### config.mk
export PLATFORM = sky130hd
export DESIGN_NAME = line_point_rasterizer
export DESIGN_NICKNAME = d
export VERILOG_FILES = /design/src/rtl/lpr_pkg.sv /design/src/rtl/lpr_ctrl.sv /design/src/rtl/lpr_dp.sv /design/src/rtl/line_point_rasterizer.sv
export SDC_FILE = /design/constraint.sdc
export NUM_CORES = 1
export LEC_CHECK = 0
export BUFFER_PORTS_ARGS = -buffer_cell sky130_fd_sc_hd__buf_4
export CORE_ASPECT_RATIO = 0.5
export CORE_MARGIN = 1
export CORE_UTILIZATION = 45
export CTS_CLUSTER_DIAMETER = 30
export DETAILED_ROUTE_END_ITERATION = 12
export HOLD_SLACK_MARGIN = 0.15
export SYNTH_ARGS = -nofsm -noshare
export SYNTH_HDL_FRONTEND = slang
export SYNTH_HIERARCHICAL = 1
export SYNTH_SLANG_ARGS = --single-unit
### constraint.sdc
create_clock -name clk -period 4.5 [get_ports clk]
set_clock_uncertainty 0.15 [all_clocks]
set_input_delay 0.675 -clock clk [delete_from_list [all_inputs] [get_ports clk]]
set_output_delay 0.675 -clock clk [all_outputs]
set_load 0.005 [all_outputs]
### src/rtl/lpr_pkg.sv
// Package for the line point rasterizer.
// Holds the canvas constants, the controller state type and the command/status structs.
// No dependencies.
package lpr_pkg;

  localparam int CANVAS_SIZE = 64;
  localparam int COORD_W     = 6;
  localparam int SPAN_W      = COORD_W + 1;
  localparam int REM_W       = COORD_W + 3;
  localparam logic [COORD_W-1:0] COORD_MAX = COORD_W'(CANVAS_SIZE - 1);

  typedef enum logic {
    ST_IDLE,
    ST_RUN
  } lpr_state_t;

  typedef struct packed {
    logic load;
    logic step;
  } lpr_cmd_t;

  typedef struct packed {
    logic last;
  } lpr_status_t;

  function automatic logic [COORD_W-1:0] clamp_coord(input logic [COORD_W-1:0] v);
    clamp_coord = (v > COORD_MAX) ? COORD_MAX : v;
  endfunction

endpackage

### src/rtl/lpr_ctrl.sv
// Controller state machine for the line point rasterizer.
// Drives the stream handshakes and issues load/step commands to lpr_dp.
// Depends on lpr_pkg.
module lpr_ctrl (
  input  logic                 clk,
  input  logic                 rst_n,
  input  logic                 in_tvalid,
  output logic                 in_tready,
  output logic                 out_tvalid,
  input  logic                 out_tready,
  input  lpr_pkg::lpr_status_t status,
  output lpr_pkg::lpr_cmd_t    cmd
);
  import lpr_pkg::*;

  lpr_state_t state_r;
  lpr_state_t state_nxt;

  always_ff @(posedge clk) begin
    if (!rst_n) begin
      state_r <= ST_IDLE;
    end else begin
      state_r <= state_nxt;
    end
  end

  always_comb begin
    state_nxt = state_r;
    case (state_r)
      ST_IDLE: begin
        if (in_tvalid) begin
          state_nxt = ST_RUN;
        end
      end
      ST_RUN: begin
        if (out_tready && status.last && !in_tvalid) begin
          state_nxt = ST_IDLE;
        end
      end
      default: begin
        state_nxt = ST_IDLE;
      end
    endcase
  end

  always_comb begin
    in_tready  = 1'b0;
    out_tvalid = 1'b0;
    cmd        = '0;
    case (state_r)
      ST_IDLE: begin
        in_tready = 1'b1;
        cmd.load  = in_tvalid;
      end
      ST_RUN: begin
        out_tvalid = 1'b1;
        // overlap the next line's load with the transfer of the last point
        in_tready  = out_tready && status.last;
        cmd.load   = out_tready && status.last && in_tvalid;
        cmd.step   = out_tready && !status.last;
      end
      default: begin
        in_tready = 1'b0;
      end
    endcase
  end

endmodule

### src/rtl/lpr_dp.sv
// Datapath for the line point rasterizer.
// Holds the per-axis quotient/remainder DDA accumulators and the step counter.
// Depends on lpr_pkg.
module lpr_dp (
  input  logic                          clk,
  input  logic                          rst_n,
  input  lpr_pkg::lpr_cmd_t             cmd,
  input  logic [lpr_pkg::COORD_W-1:0]   start_x,
  input  logic [lpr_pkg::COORD_W-1:0]   start_y,
  input  logic [lpr_pkg::COORD_W-1:0]   end_x,
  input  logic [lpr_pkg::COORD_W-1:0]   end_y,
  output logic [lpr_pkg::COORD_W-1:0]   point_x,
  output logic [lpr_pkg::COORD_W-1:0]   point_y,
  output lpr_pkg::lpr_status_t          status
);
  import lpr_pkg::*;

  logic [COORD_W-1:0]       sx, sy, ex, ey;
  logic signed [SPAN_W-1:0] dx_in, dy_in;
  logic [COORD_W-1:0]       adx, ady, num_in;

  logic [COORD_W-1:0]       qx_r, qy_r, qx_nxt, qy_nxt;
  logic signed [REM_W-1:0]  rx_r, ry_r, rx_nxt, ry_nxt;
  logic signed [SPAN_W-1:0] dx_r, dy_r;
  logic [COORD_W-1:0]       num_r;
  logic [COORD_W-1:0]       cnt_r;
  logic signed [REM_W-1:0]  two_num;
  logic signed [REM_W-1:0]  tx, ty;

  assign sx = clamp_coord(start_x);
  assign sy = clamp_coord(start_y);
  assign ex = clamp_coord(end_x);
  assign ey = clamp_coord(end_y);

  assign dx_in  = $signed({1'b0, ex}) - $signed({1'b0, sx});
  assign dy_in  = $signed({1'b0, ey}) - $signed({1'b0, sy});
  assign adx    = (ex > sx) ? (ex - sx) : (sx - ex);
  assign ady    = (ey > sy) ? (ey - sy) : (sy - ey);
  assign num_in = (adx >= ady) ? adx : ady;

  assign two_num = $signed({2'b00, num_r, 1'b0});
  assign tx = rx_r + $signed({{(REM_W-SPAN_W-1){dx_r[SPAN_W-1]}}, dx_r, 1'b0});
  assign ty = ry_r + $signed({{(REM_W-SPAN_W-1){dy_r[SPAN_W-1]}}, dy_r, 1'b0});

  always_comb begin
    qx_nxt = qx_r;
    rx_nxt = tx;
    if (tx < 0) begin
      rx_nxt = tx + two_num;
      qx_nxt = qx_r - COORD_W'(1);
    end else if (tx >= two_num) begin
      rx_nxt = tx - two_num;
      qx_nxt = qx_r + COORD_W'(1);
    end
  end

  always_comb begin
    qy_nxt = qy_r;
    ry_nxt = ty;
    if (ty < 0) begin
      ry_nxt = ty + two_num;
      qy_nxt = qy_r - COORD_W'(1);
    end else if (ty >= two_num) begin
      ry_nxt = ty - two_num;
      qy_nxt = qy_r + COORD_W'(1);
    end
  end

  always_ff @(posedge clk) begin
    if (!rst_n) begin
      cnt_r <= '0;
      num_r <= '0;
    end else if (cmd.load) begin
      cnt_r <= '0;
      num_r <= num_in;
    end else if (cmd.step) begin
      cnt_r <= cnt_r + COORD_W'(1);
    end
  end

  always_ff @(posedge clk) begin
    if (cmd.load) begin
      qx_r <= sx;
      qy_r <= sy;
      rx_r <= $signed({{(REM_W-COORD_W){1'b0}}, num_in});
      ry_r <= $signed({{(REM_W-COORD_W){1'b0}}, num_in});
      dx_r <= dx_in;
      dy_r <= dy_in;
    end else if (cmd.step) begin
      qx_r <= qx_nxt;
      qy_r <= qy_nxt;
      rx_r <= rx_nxt;
      ry_r <= ry_nxt;
    end
  end

  assign point_x     = qx_r;
  assign point_y     = qy_r;
  assign status.last = (cnt_r == num_r);

endmodule

### src/rtl/line_point_rasterizer.sv
// Top level of the line point rasterizer: stream ports around lpr_ctrl and lpr_dp.
// Depends on lpr_pkg, lpr_ctrl and lpr_dp.
//
// Each input transfer carries two end points; the block then emits one output
// transfer per line point, num+1 of them (1 to 64) where num is the larger of
// the absolute x and y spans, with out_tlast on the final point. Points come at
// one per cycle while the output does not stall, from a pair of quotient/remainder
// accumulators stepped once per output transfer. The next input is taken in
// the same cycle as the last point's transfer, so lines follow each other
// without a gap.
module line_point_rasterizer (
  input  logic        clk,
  input  logic        rst_n,
  input  logic        in_tvalid,
  output logic        in_tready,
  input  logic [23:0] in_tdata,   // start_x[5:0], start_y[11:6], end_x[17:12], end_y[23:18]
  output logic        out_tvalid,
  input  logic        out_tready,
  output logic [15:0] out_tdata,  // point_x[5:0], point_y[11:6], zero[15:12]
  output logic        out_tlast   // last_point
);
  import lpr_pkg::*;

  lpr_cmd_t           cmd;
  lpr_status_t        status;
  logic [COORD_W-1:0] point_x, point_y;

  lpr_ctrl u_ctrl (
    .clk        (clk),
    .rst_n      (rst_n),
    .in_tvalid  (in_tvalid),
    .in_tready  (in_tready),
    .out_tvalid (out_tvalid),
    .out_tready (out_tready),
    .status     (status),
    .cmd        (cmd)
  );

  lpr_dp u_dp (
    .clk     (clk),
    .rst_n   (rst_n),
    .cmd     (cmd),
    .start_x (in_tdata[5:0]),
    .start_y (in_tdata[11:6]),
    .end_x   (in_tdata[17:12]),
    .end_y   (in_tdata[23:18]),
    .point_x (point_x),
    .point_y (point_y),
    .status  (status)
  );

  assign out_tdata = {4'b0000, point_y, point_x};
  assign out_tlast = status.last;

endmodule
==> impl_metrics.env, run 1 <==
export IMPL_place_congestion=0.874
export IMPL_dp_slack_ns=0.0354
export IMPL_synth_seq_cells=56
export IMPL_drive_above_1_share_pct=13.1
export IMPL_synthArstFlopShare_pct=0
export IMPL_areaGrowthSynthToFinish_pct=10.5
export IMPL_synth_ff_type="edfxtp_1"
export IMPL_antenna_found_initial=0
export IMPL_drv_slew=0
export IMPL_fp_row_count=29
export IMPL_synthDistinctLibCells=74
export IMPL_ant_nets=0
export IMPL_fmax_mhz=240
export IMPL_cts_resized=0
export IMPL_synth_edf_count=37
export IMPL_syn_mean_instance_area_um2=8.88
export IMPL_cts_tree="built"
export IMPL_via_per_inst=5.57
export IMPL_worstRegToRegCells=13
export IMPL_max_vdd_ir_drop_uv=310
export IMPL_cts_buffer_depth=2
export IMPL_grt_pass1_vias=4624
export IMPL_synthesis_area_um2=5920
export IMPL_grt_max_degree=53
export IMPL_die_area_um2=13700
export IMPL_yosysSeqAreaShare_pct=25.2
export IMPL_layout_common_cells="ha_1 (69), inv_1 (61), buf_4 (54), a21oi_1 (51), xnor2_1 (40)"
export IMPL_layout_min_cycle_time_ns=4.17
export IMPL_cts_buffers=5
export IMPL_syn_instance_count=667
export IMPL_ios=47
export IMPL_drt_iter0_markers=258
export IMPL_clkSlewWorstSetupHoldPaths_ns=0.08
export IMPL_ctsHoldBuffers=0
export IMPL_worstMarginPinSlew_ns=1.06
export IMPL_wl_per_cell_um=17.0
export IMPL_layout_commonest_cell="ha_1"
export IMPL_start_kind="input pin"
export IMPL_antenna_cells=0
export IMPL_die_height_um=83.1
export IMPL_min_path_cells=2
export IMPL_hold_viol_final=0
export IMPL_post_route_drc_count=0
export IMPL_holdWs_ns=0.358
export IMPL_ys_warnings_count=6
export IMPL_min_period_over_period_pct=92.6
export IMPL_endpoint_kind="flip-flop"
export IMPL_max_cap_viol_count=0
export IMPL_p_per_area_nw_per_um2=812
export IMPL_grt_pass1_wl_um=24000
export IMPL_rsz0062_at_grt="no"
export IMPL_dp_hpwl_um=11500
export IMPL_p_leak_uw=0.00285
export IMPL_dr_pass1_iters=4
export IMPL_crit_fanout=4
export IMPL_overflow=0
export IMPL_cts_sinks=56
export IMPL_layout_setup_ws_ns=0.335
export IMPL_finalSetupViolCount=0
export IMPL_hold_path_class="reg -> reg"
export IMPL_post_cts_buffers=0
export IMPL_crit_arrival_ns=4.05
export IMPL_nets=803
export IMPL_start_util_pct=46.5
export IMPL_setup_tns_ns=0
export IMPL_path_class="in -> reg"
export IMPL_portBuffers=42
export IMPL_wl_um=14700
export IMPL_cp_required_ns=4.38
export IMPL_cts_htree_levels=2
export IMPL_grtUsageTotal_pct=22.8
export IMPL_die_w_um=164
export IMPL_clk_latency_ns=0.31
export IMPL_status="finished clean"
export IMPL_core_area_um2=12700
export IMPL_relSlewSlack_pct=28.0
export IMPL_root_buffer="clkbuf_16"
export IMPL_vias=4829
-- synth_stat cells, types with 3 or more instances --
cell type,n,area (µm²)
a211o_1,9,78.8
a211oi_1,10,75.1
a21boi_0,3,22.5
a21o_1,17,128
a21oi_1,51,255
a31oi_1,4,25.0
and2_1,3,18.8
and3_1,7,43.8
buf_2,3,15.0
buf_4,4,30.0
clkbuf_1,25,93.8
dfxtp_1,19,380
edfxtp_1,37,1110
fa_1,10,200
ha_1,69,863
inv_1,61,229
mux2_2,8,90.1
mux2i_1,21,210
nand2_1,37,139
nand2b_1,15,93.8
nand3_1,10,50.1
nand4_1,6,37.5
nor2_1,36,135
nor2b_1,12,75.1
nor3_1,5,25.0
nor3b_1,3,22.5
o211ai_1,7,52.6
o21a_1,6,45.0
o21ai_0,29,145
o21bai_1,7,52.6
o221ai_1,6,52.6
o22ai_1,4,25.0
o31ai_1,5,37.5
or3_1,4,25.0
xnor2_1,40,350
xor2_1,22,193
-- worst max-delay path, cell delays in order --
cell,delay [ns]
buf_4,0.10
inv_1,0.04
ha_1,0.33
nor2b_1,0.15
maj3_1,0.39
a211oi_1,0.29
maj3_1,0.28
mux2i_1,0.27
nand2_1,0.12
ha_1,0.33
a21o_1,0.20
a31o_2,0.23
a2111oi_2,0.37
a211o_1,0.20
o22ai_1,0.08
-- where the power goes --
group | internal [µW] | leakage (µW) | switching [µW]
registers | 799 | 0.000512 | 118
clock network | 209 | 0.0000671 | 213
logic | 1790 | 0.00228 | 2190
total | 2800 | 0.00285 | 2520
-- path summary, 6_finish.rpt --
path | to | from | slack (ns)
worst min register to register | u_dp/cnt_r[5] | u_dp/cnt_r[5] | 0.36
worst min-delay path | u_dp/cnt_r[5] | u_dp/cnt_r[5] | 0.36
worst max register to register | u_dp/rx_r[3] | u_dp/rx_r[1] | 0.44
worst max-delay path | u_dp/rx_r[2] | in_tdata[19] | 0.33
-- cells by family (layout without fill, tap and decap cells) --
kind of cell	after synthesis	count (layout)	share of synthesized area [%]
buffers and inverters	98	125	6.74
muxes	31	31	5.58
and+or+nand+nor	154	154	13.9
AOI/OAI and AO/OA	183	183	20.8
other	1	4	0.0633
xor gates and xnor gates	63	63	9.44
DFF	56	56	25.2
adders and majority gates	81	81	18.3
-- cell type report --
type,instances,area (µm²)
multi-input cells,516,4050
inverters,63,241
well taps,170,213
repair buffers,54,405
flip-flops and latches,56,1490
clock buffers,6,129
clock inverters,2,16.3
fillers,1224,6190
-- per-stage QoR --
| step | util [%] | power (µW) | area [µm²] | std cells |
|---|---|---|---|---|
| after floorplan | - | 3910 | 5930 | 670 |
| after global placement | 50.3 | 4800 | 6400 | 859 |
| after detailed placement | 50.3 | 4820 | 6400 | 859 |
| after CTS | 51.4 | 5290 | 6550 | 867 |
| after global routing | 51.4 | 5840 | 6550 | 867 |
| final | 51.4 | 5320 | 6550 | 867 |
-- sequential cells by signal (all words and copies together) (netlist names) --
register	count
u_dp/rx_r	9
u_dp/ry_r	8
u_dp/dx_r	7
u_dp/dy_r	7
u_dp/cnt_r	6
u_dp/num_r	6
u_dp/point_x	6
u_dp/point_y	6
u_ctrl/state_r	1
-- routing by layer --
layer  GRT usage, %  wire, µm  vias to the layer above  share of wire [%]
met1           35.5      8140                     2295                 55
met2           32.7      5810                       95                 39
met5              0         0                        -                  0
met4           4.04        99                        0               0.67
met3           4.00       668                        8                4.5
li1               -         -                     2431                  -
(Power assumes the default switching activity.)
==> run 2: changes to the inputs <==
--- a/config.mk
+++ b/config.mk
@@ -12,7 +12,7 @@
 export CTS_CLUSTER_DIAMETER = 30
 export DETAILED_ROUTE_END_ITERATION = 12
 export HOLD_SLACK_MARGIN = 0.15
+export REMOVE_ABC_BUFFERS = 1
 export SYNTH_ARGS = -nofsm -noshare
 export SYNTH_HDL_FRONTEND = slang
-export SYNTH_HIERARCHICAL = 1
 export SYNTH_SLANG_ARGS = --single-unit
==> impl_metrics.env, run 2 <==
export IMPL_place_congestion=0.892
export IMPL_yosys_area_top_type="edfxtp_1"
export IMPL_ys_top_cells_by_count="ha_1 (67), inv_1 (55), a21oi_1 (54), nor2_1 (53), xnor2_1 (45)"
export IMPL_wl_met2_um=5300
export IMPL_clkSlewWorstSetupHoldPaths_ns=0.08
export IMPL_endpoint_kind="flip-flop"
export IMPL_ant_nets=0
export IMPL_cp_required_ns=4.39
export IMPL_grt_pass1_vias=4186
export IMPL_cts_sinks=56
export IMPL_crit_arrival_ns=4.03
export IMPL_die_height_um=80.6
export IMPL_power_uw=5270
export IMPL_nets=767
export IMPL_synthesis_area_um2=5560
export IMPL_max_vdd_ir_drop_uv=417
export IMPL_grt_pass1_wl_um=21800
export IMPL_root_buffer="clkbuf_16"
export IMPL_start_kind="input pin"
export IMPL_areaGrowthSynthToFinish_pct=11.3
export IMPL_layout_commonest_cell="ha_1"
export IMPL_synth_area_leaders="edfxtp_1 (20%), ha_1 (15%), xnor2_1 (7.1%)"
export IMPL_grt_max_degree=34
export IMPL_setup_tns_ns=0
export IMPL_rsz0062_at_grt="no"
export IMPL_drive_above_1_share_pct=12.9
export IMPL_r2r_setup_slack_ns=0.42
export IMPL_synth_seq_cells=56
export IMPL_n_fill_cell=1121
export IMPL_clk_latency_ns=0.31
export IMPL_holdWs_ns=0.319
export IMPL_rr_endpoint="u_dp.point_x[5]"
export IMPL_status="finished clean"
export IMPL_layout_min_cycle_time_ns=4.14
export IMPL_post_route_drc_count=0
export IMPL_placed_cell_area_um2=6040
export IMPL_worstPathCellList="buf_4 -> inv_1 -> ha_1 -> and2_1 -> o2111ai_1 -> a31oi_1 -> o21ai_2 -> mux2i_1 -> xor2_1 -> ha_1 -> nand2_1 -> o21ai_1 -> a21o_1 -> a21oi_1 -> buf_4 -> nand2_1 -> mux2i_2 -> o22ai_1"
export IMPL_relSlewSlack_pct=56.6
export IMPL_dr_pass1_iters=5
export IMPL_die_area_um2=12800
export IMPL_vias=4362
export IMPL_critical_path_top_delay_family="compound AO/OA/AOI/OAI gates"
export IMPL_slowest_stage="ha_1"
export IMPL_top_layer="met4"
export IMPL_ios=47
export IMPL_worstMarginPinSlew_ns=0.648
export IMPL_drv_slew=0
export IMPL_hold_viol_final=0
export IMPL_hold_path_end="u_dp.rx_r[7]"
export IMPL_max_stage_delay_ns=0.39
export IMPL_cts_buffers=5
export IMPL_ys_warnings_count=0
export IMPL_max_cap_viol_count=0
export IMPL_final_area_um2=6190
export IMPL_routed_wl_met3_um=428
export IMPL_via_per_inst=5.26
export IMPL_core_area_um2=11900
export IMPL_wl_met1_um=7450
export IMPL_grtUsageTotal_pct=21.9
export IMPL_min_period_over_period_pct=92.0
export IMPL_drt_iter0_markers=323
export IMPL_start_util_pct=46.7
export IMPL_wl_per_cell_um=16.1
export IMPL_post_cts_buffers=0
export IMPL_p_per_area_nw_per_um2=852
export IMPL_dp_hpwl_um=10500
export IMPL_cts_tree="built"
export IMPL_syn_instance_count=633
export IMPL_overflow=0
export IMPL_synth_top_area_share_pct=20.0
export IMPL_crit_fanout=7
export IMPL_finalSetupViolCount=0
export IMPL_fp_row_count=28
export IMPL_path_class="in -> reg"
export IMPL_crit_buf_inv=3
export IMPL_yosysSeqAreaShare_pct=26.8
export IMPL_synthArstFlopShare_pct=0
export IMPL_hold_start="u_dp.rx_r[7]"
export IMPL_die_w_um=159
export IMPL_largest_register="u_dp.ry_r"
export IMPL_hold_path_class="reg -> reg"
export IMPL_synth_ff_type="edfxtp_1"
export IMPL_largest_reg_flops=9
export IMPL_min_path_cells=2
export IMPL_synth_edf_count=37
export IMPL_synthDistinctLibCells=70
export IMPL_ctsHoldBuffers=0
export IMPL_antenna_found_initial=0
export IMPL_worstRegToRegCells=14
export IMPL_top_regs="u_dp.ry_r x9, u_dp.rx_r x8"
export IMPL_synth_most_common_cell="ha_1"
export IMPL_portBuffers=42
export IMPL_fmax_mhz=241
export IMPL_cts_htree_levels=2
export IMPL_p_leak_uw=0.00273
export IMPL_timing_rr_start="u_dp.dx_r[0]"
export IMPL_layout_common_cells="ha_1 (67), inv_1 (55), a21oi_1 (54), nor2_1 (53), buf_4 (52)"
export IMPL_cts_resized=0
export IMPL_cts_buffer_depth=2
export IMPL_antenna_cells=0
export IMPL_wl_um=13300
export IMPL_syn_mean_instance_area_um2=8.78
[run 2: cell count changes in the layout (fill, tap and decap cells not counted), sizes merged, moves of 5 or more]
cell and delta:
nor2 +16, nand2 +6, nor2b -6, nand2b -10
a211o -8, o21ai +7, and3 -5, a21o -7
xnor2 +6
[run 2: worst max path at each step]
| stage | start | endpoint | slack (ns) | cells after the start |
|---|---|---|---|---|
| 6_report | in_tdata[16] | u_dp.ry_r[2] | 0.36 | 18 |
| 3_3_place_gp | in_tdata[16] | u_dp.ry_r[2] | 0.22 | 18 |
| 2_1_floorplan | in_tdata[14] | u_dp.ry_r[5] | 0.24 | 14 |
| 5_1_grt | in_tdata[16] | u_dp.ry_r[2] | 0.06 | 18 |
| 4_1_cts | in_tdata[16] | u_dp.ry_r[2] | 0.38 | 18 |
| 3_5_place_dp | in_tdata[16] | u_dp.ry_r[2] | 0.10 | 18 |
[run 2: cell type report]
cell class                      count  area (µm²)  share of cell area (%)
Clock buffer                        5         125                    2.02
Clock inverter                      3        22.5                   0.364
Inverter                           57         214                    3.46
Multi-Input combinational cell    492        3740                    60.4
Sequential cell                    56        1490                    24.1
Tap cell                          165         206                    3.34
Timing Repair Buffer               52         390                    6.31
[run 2: kinds of logic after synthesis]
group	count (synthesis)	synth area share, %
compound gates	164	19.0
simple gates	149	12.8
buf+inv	88	6.44
fa+ha+maj	79	18.7
xor+xnor	71	11.3
flops	56	26.8
mux	25	4.84
other cells	1	0.0674
[run 2: per-layer routing]
layer	up-vias	track usage, %
met1	2008	32.4
met4	0	4.13
met3	11	3.10
met5	-	0
met2	77	33.7
li1	2266	-
[run 2: power breakdown]
| group | leakage [µW] | internal (µW) | switching, µW |
|---|---|---|---|
| sequential | 0.000513 | 799 | 115 |
| combinational | 0.00214 | 1750 | 2190 |
| clock | 0.0000742 | 210 | 212 |
[run 2: metrics by stage]
stage | setup WS [ns] | instances | utilization [%]
floorplan | 0.244 | 605 | -
global placement | 0.221 | 822 | 50.7
detailed placement | 0.104 | 822 | 50.7
CTS | 0.382 | 830 | 51.9
global route | 0.0634 | 830 | 51.9
finish | 0.358 | 830 | 51.9
[run 2: worst reg2reg max path, cell delays in order (launching register included)]
cell	delay (ns)
edfxtp_1	0.37
ha_1	0.23
fa_1	0.44
a21o_1	0.21
a21oi_1	0.17
xnor2_1	0.15
ha_1	0.47
inv_1	0.09
or4_4	0.50
nor4_4	0.20
nor2_1	0.11
nand2b_2	0.15
nor2_1	0.09
o21ai_0	0.24
buf_4	0.22
==> run 3: changes to the inputs <==
--- a/config.mk
+++ b/config.mk
@@ -12,6 +12,7 @@
 export CTS_CLUSTER_DIAMETER = 30
 export DETAILED_ROUTE_END_ITERATION = 12
 export HOLD_SLACK_MARGIN = 0.15
+export PLACE_DENSITY = 0.65
 export REMOVE_ABC_BUFFERS = 1
 export SYNTH_ARGS = -nofsm -noshare
 export SYNTH_HDL_FRONTEND = slang
==> constraint.sdc (replaced) <==
create_clock -name clk -period 3.75 [get_ports clk]
set_clock_uncertainty 0.15 [all_clocks]
set_input_delay 0.5625 -clock clk [delete_from_list [all_inputs] [get_ports clk]]
set_output_delay 0.5625 -clock clk [all_outputs]
set_load 0.005 [all_outputs]
==> impl_metrics.env, run 3 (synthesized netlist as in run 2, its figures left out) <==
export IMPL_crit_arrival_ns=3.51
export IMPL_die_w_um=159
export IMPL_fp_row_count=28
export IMPL_wl_per_cell_um=15.7
export IMPL_areaGrowthSynthToFinish_pct=27.3
export IMPL_max_cap_viol_count=0
export IMPL_p_leak_uw=0.00315
export IMPL_antenna_found_initial=0
export IMPL_layout_common_cells="buf_4 (135), ha_1 (53), inv_1 (52), nor2_1 (51), a21oi_1 (50)"
export IMPL_placed_cell_area_um2=6610
export IMPL_max_vdd_ir_drop_uv=520
export IMPL_top_regs="u_dp.ry_r x9, u_dp.rx_r x8"
export IMPL_endpoint_kind="flip-flop"
export IMPL_hold_path_class="reg -> reg"
export IMPL_p_per_area_nw_per_um2=1010
export IMPL_clk_latency_ns=0.30
export IMPL_grt_pass1_wl_um=22500
export IMPL_grt_max_degree=34
export IMPL_start_util_pct=46.7
export IMPL_path_class="reg -> reg"
export IMPL_layout_commonest_cell="buf_4"
export IMPL_overflow=0
export IMPL_status="finished clean"
export IMPL_drv_slew=0
export IMPL_r2r_setup_slack_ns=0.11
export IMPL_hold_path_end="u_dp.ry_r[7]"
export IMPL_worstRegToRegCells=14
export IMPL_cts_tree="built"
export IMPL_via_per_inst=5.25
export IMPL_dr_pass1_iters=5
export IMPL_core_area_um2=11900
export IMPL_drive_above_1_share_pct=27.6
export IMPL_rsz0062_at_grt="yes"
export IMPL_antenna_cells=0
export IMPL_ant_nets=0
export IMPL_die_area_um2=12800
export IMPL_grtUsageTotal_pct=22.6
export IMPL_nets=852
export IMPL_timing_rr_start="u_dp.dy_r[0]"
export IMPL_ios=47
export IMPL_post_route_drc_count=0
export IMPL_largest_register="u_dp.ry_r"
export IMPL_place_congestion=0.916
export IMPL_finish_utilization_pct=59.4
export IMPL_relSlewSlack_pct=63.3
export IMPL_hold_viol_final=0
export IMPL_setup_worst_path_start="u_dp.dy_r[0]"
export IMPL_cts_sinks=56
export IMPL_cts_buffers=5
export IMPL_clkSlewWorstSetupHoldPaths_ns=0.08
export IMPL_cp_required_ns=3.63
export IMPL_start_kind="flip-flop"
export IMPL_drt_iter0_markers=230
export IMPL_layout_min_cycle_time_ns=3.64
export IMPL_final_area_um2=7080
export IMPL_min_path_cells=2
export IMPL_crit_fanout=3
export IMPL_grt_pass1_vias=4462
export IMPL_worstMarginPinSlew_ns=0.550
export IMPL_finalSetupViolCount=0
export IMPL_setup_tns_ns=0
export IMPL_fmax_mhz=275
export IMPL_min_period_over_period_pct=97.0
export IMPL_rr_endpoint="u_dp.ry_r[2]"
export IMPL_cts_htree_levels=2
export IMPL_wl_um=14400
export IMPL_vias=4801
export IMPL_root_buffer="clkbuf_16"
export IMPL_cts_buffer_depth=2
export IMPL_largest_reg_flops=9
export IMPL_die_height_um=80.6
export IMPL_hold_start="u_dp.ry_r[7]"
export IMPL_portBuffers=42
export IMPL_dp_hpwl_um=11300
-- run 3: cell types whose count changed in the layout (fill, tap and decap cells not counted), moves of 3 or more --
cell and delta:
inv_1 -3, ha_2 +5, ha_1 -14, a21oi_1 -4, ha_4 +9, o21ai_0 -3, inv_2 +3, a21oi_2 +3
xnor2_1 -3, buf_4 +83, xnor2_2 +3
-- run 3: metrics by stage --
step / instances / power (µW) / hold slack [ns] / setup slack (ns)
CTS: 909 / 6880 / 0.315 / 0.00139
global placement: 898 / 6170 / 0.298 / -0.268
detailed placement: 898 / 6270 / 0.302 / -0.419
global route: 915 / 7840 / 0.350 / -0.0283
finish: 915 / 7180 / 0.312 / 0.111
floorplan: 605 / 4680 / 0.282 / -0.393
-- run 3: worst max path at each step --
stage                                  to  cells past startpoint
after CTS                    u_dp.ry_r[2]                     13
after global routing      u_dp.point_x[0]                     13
after detailed placement     u_dp.ry_r[4]                     18
final                        u_dp.ry_r[2]                     14
after global placement       u_dp.ry_r[4]                     20
after floorplan              u_dp.ry_r[5]                     14
-- run 3: repair_timing --
item | in CTS | in global routing
buffers inserted | 3 | 6
pin swaps | 5 | 19
hold buffers | 0 | 0
resized for setup | 9 | 41
endpoints found under the setup margin | 23 | 32
-- run 3: worst max-delay path, cell delays in order, from the launching register on --
cell,delay [ns]
edfxtp_1,0.41
ha_2,0.23
fa_2,0.36
a21o_1,0.18
a21oi_2,0.19
xnor2_2,0.10
ha_1,0.30
inv_1,0.07
nor4_1,0.25
nand4_1,0.18
nor2b_1,0.20
nand2_1,0.13
mux2_2,0.37
mux2i_4,0.16
o22ai_1,0.10
-- run 3: per-layer routing --
| layer | global-route usage, % | vias up | share of wire (%) |
|---|---|---|---|
| met4 | 3.17 | 0 | 0.38 |
| met1 | 31.8 | 2249 | 50 |
| met5 | 0 | - | 0 |
| li1 | - | 2452 | - |
| met2 | 37.7 | 94 | 45 |
| met3 | 3.00 | 6 | 5.5 |
-- run 3: layout make-up --
| class | count | area (µm²) |
|---|---|---|
| Clock buffer | 6 | 129 |
| Timing Repair Buffer | 137 | 1040 |
| Inverter | 57 | 214 |
| Multi-Input combinational cell | 492 | 3990 |
| Fill cell | 1066 | 4830 |
| Tap cell | 165 | 206 |
| Sequential cell | 56 | 1490 |
| Clock inverter | 2 | 16.3 |
-- run 3: where the power goes --
part,total (µW),internal (µW),switching (µW),leakage [µW]
clock network,487,250,237,0.0000671
logic,5590,2710,2880,0.00257
registers,1110,960,149,0.000513
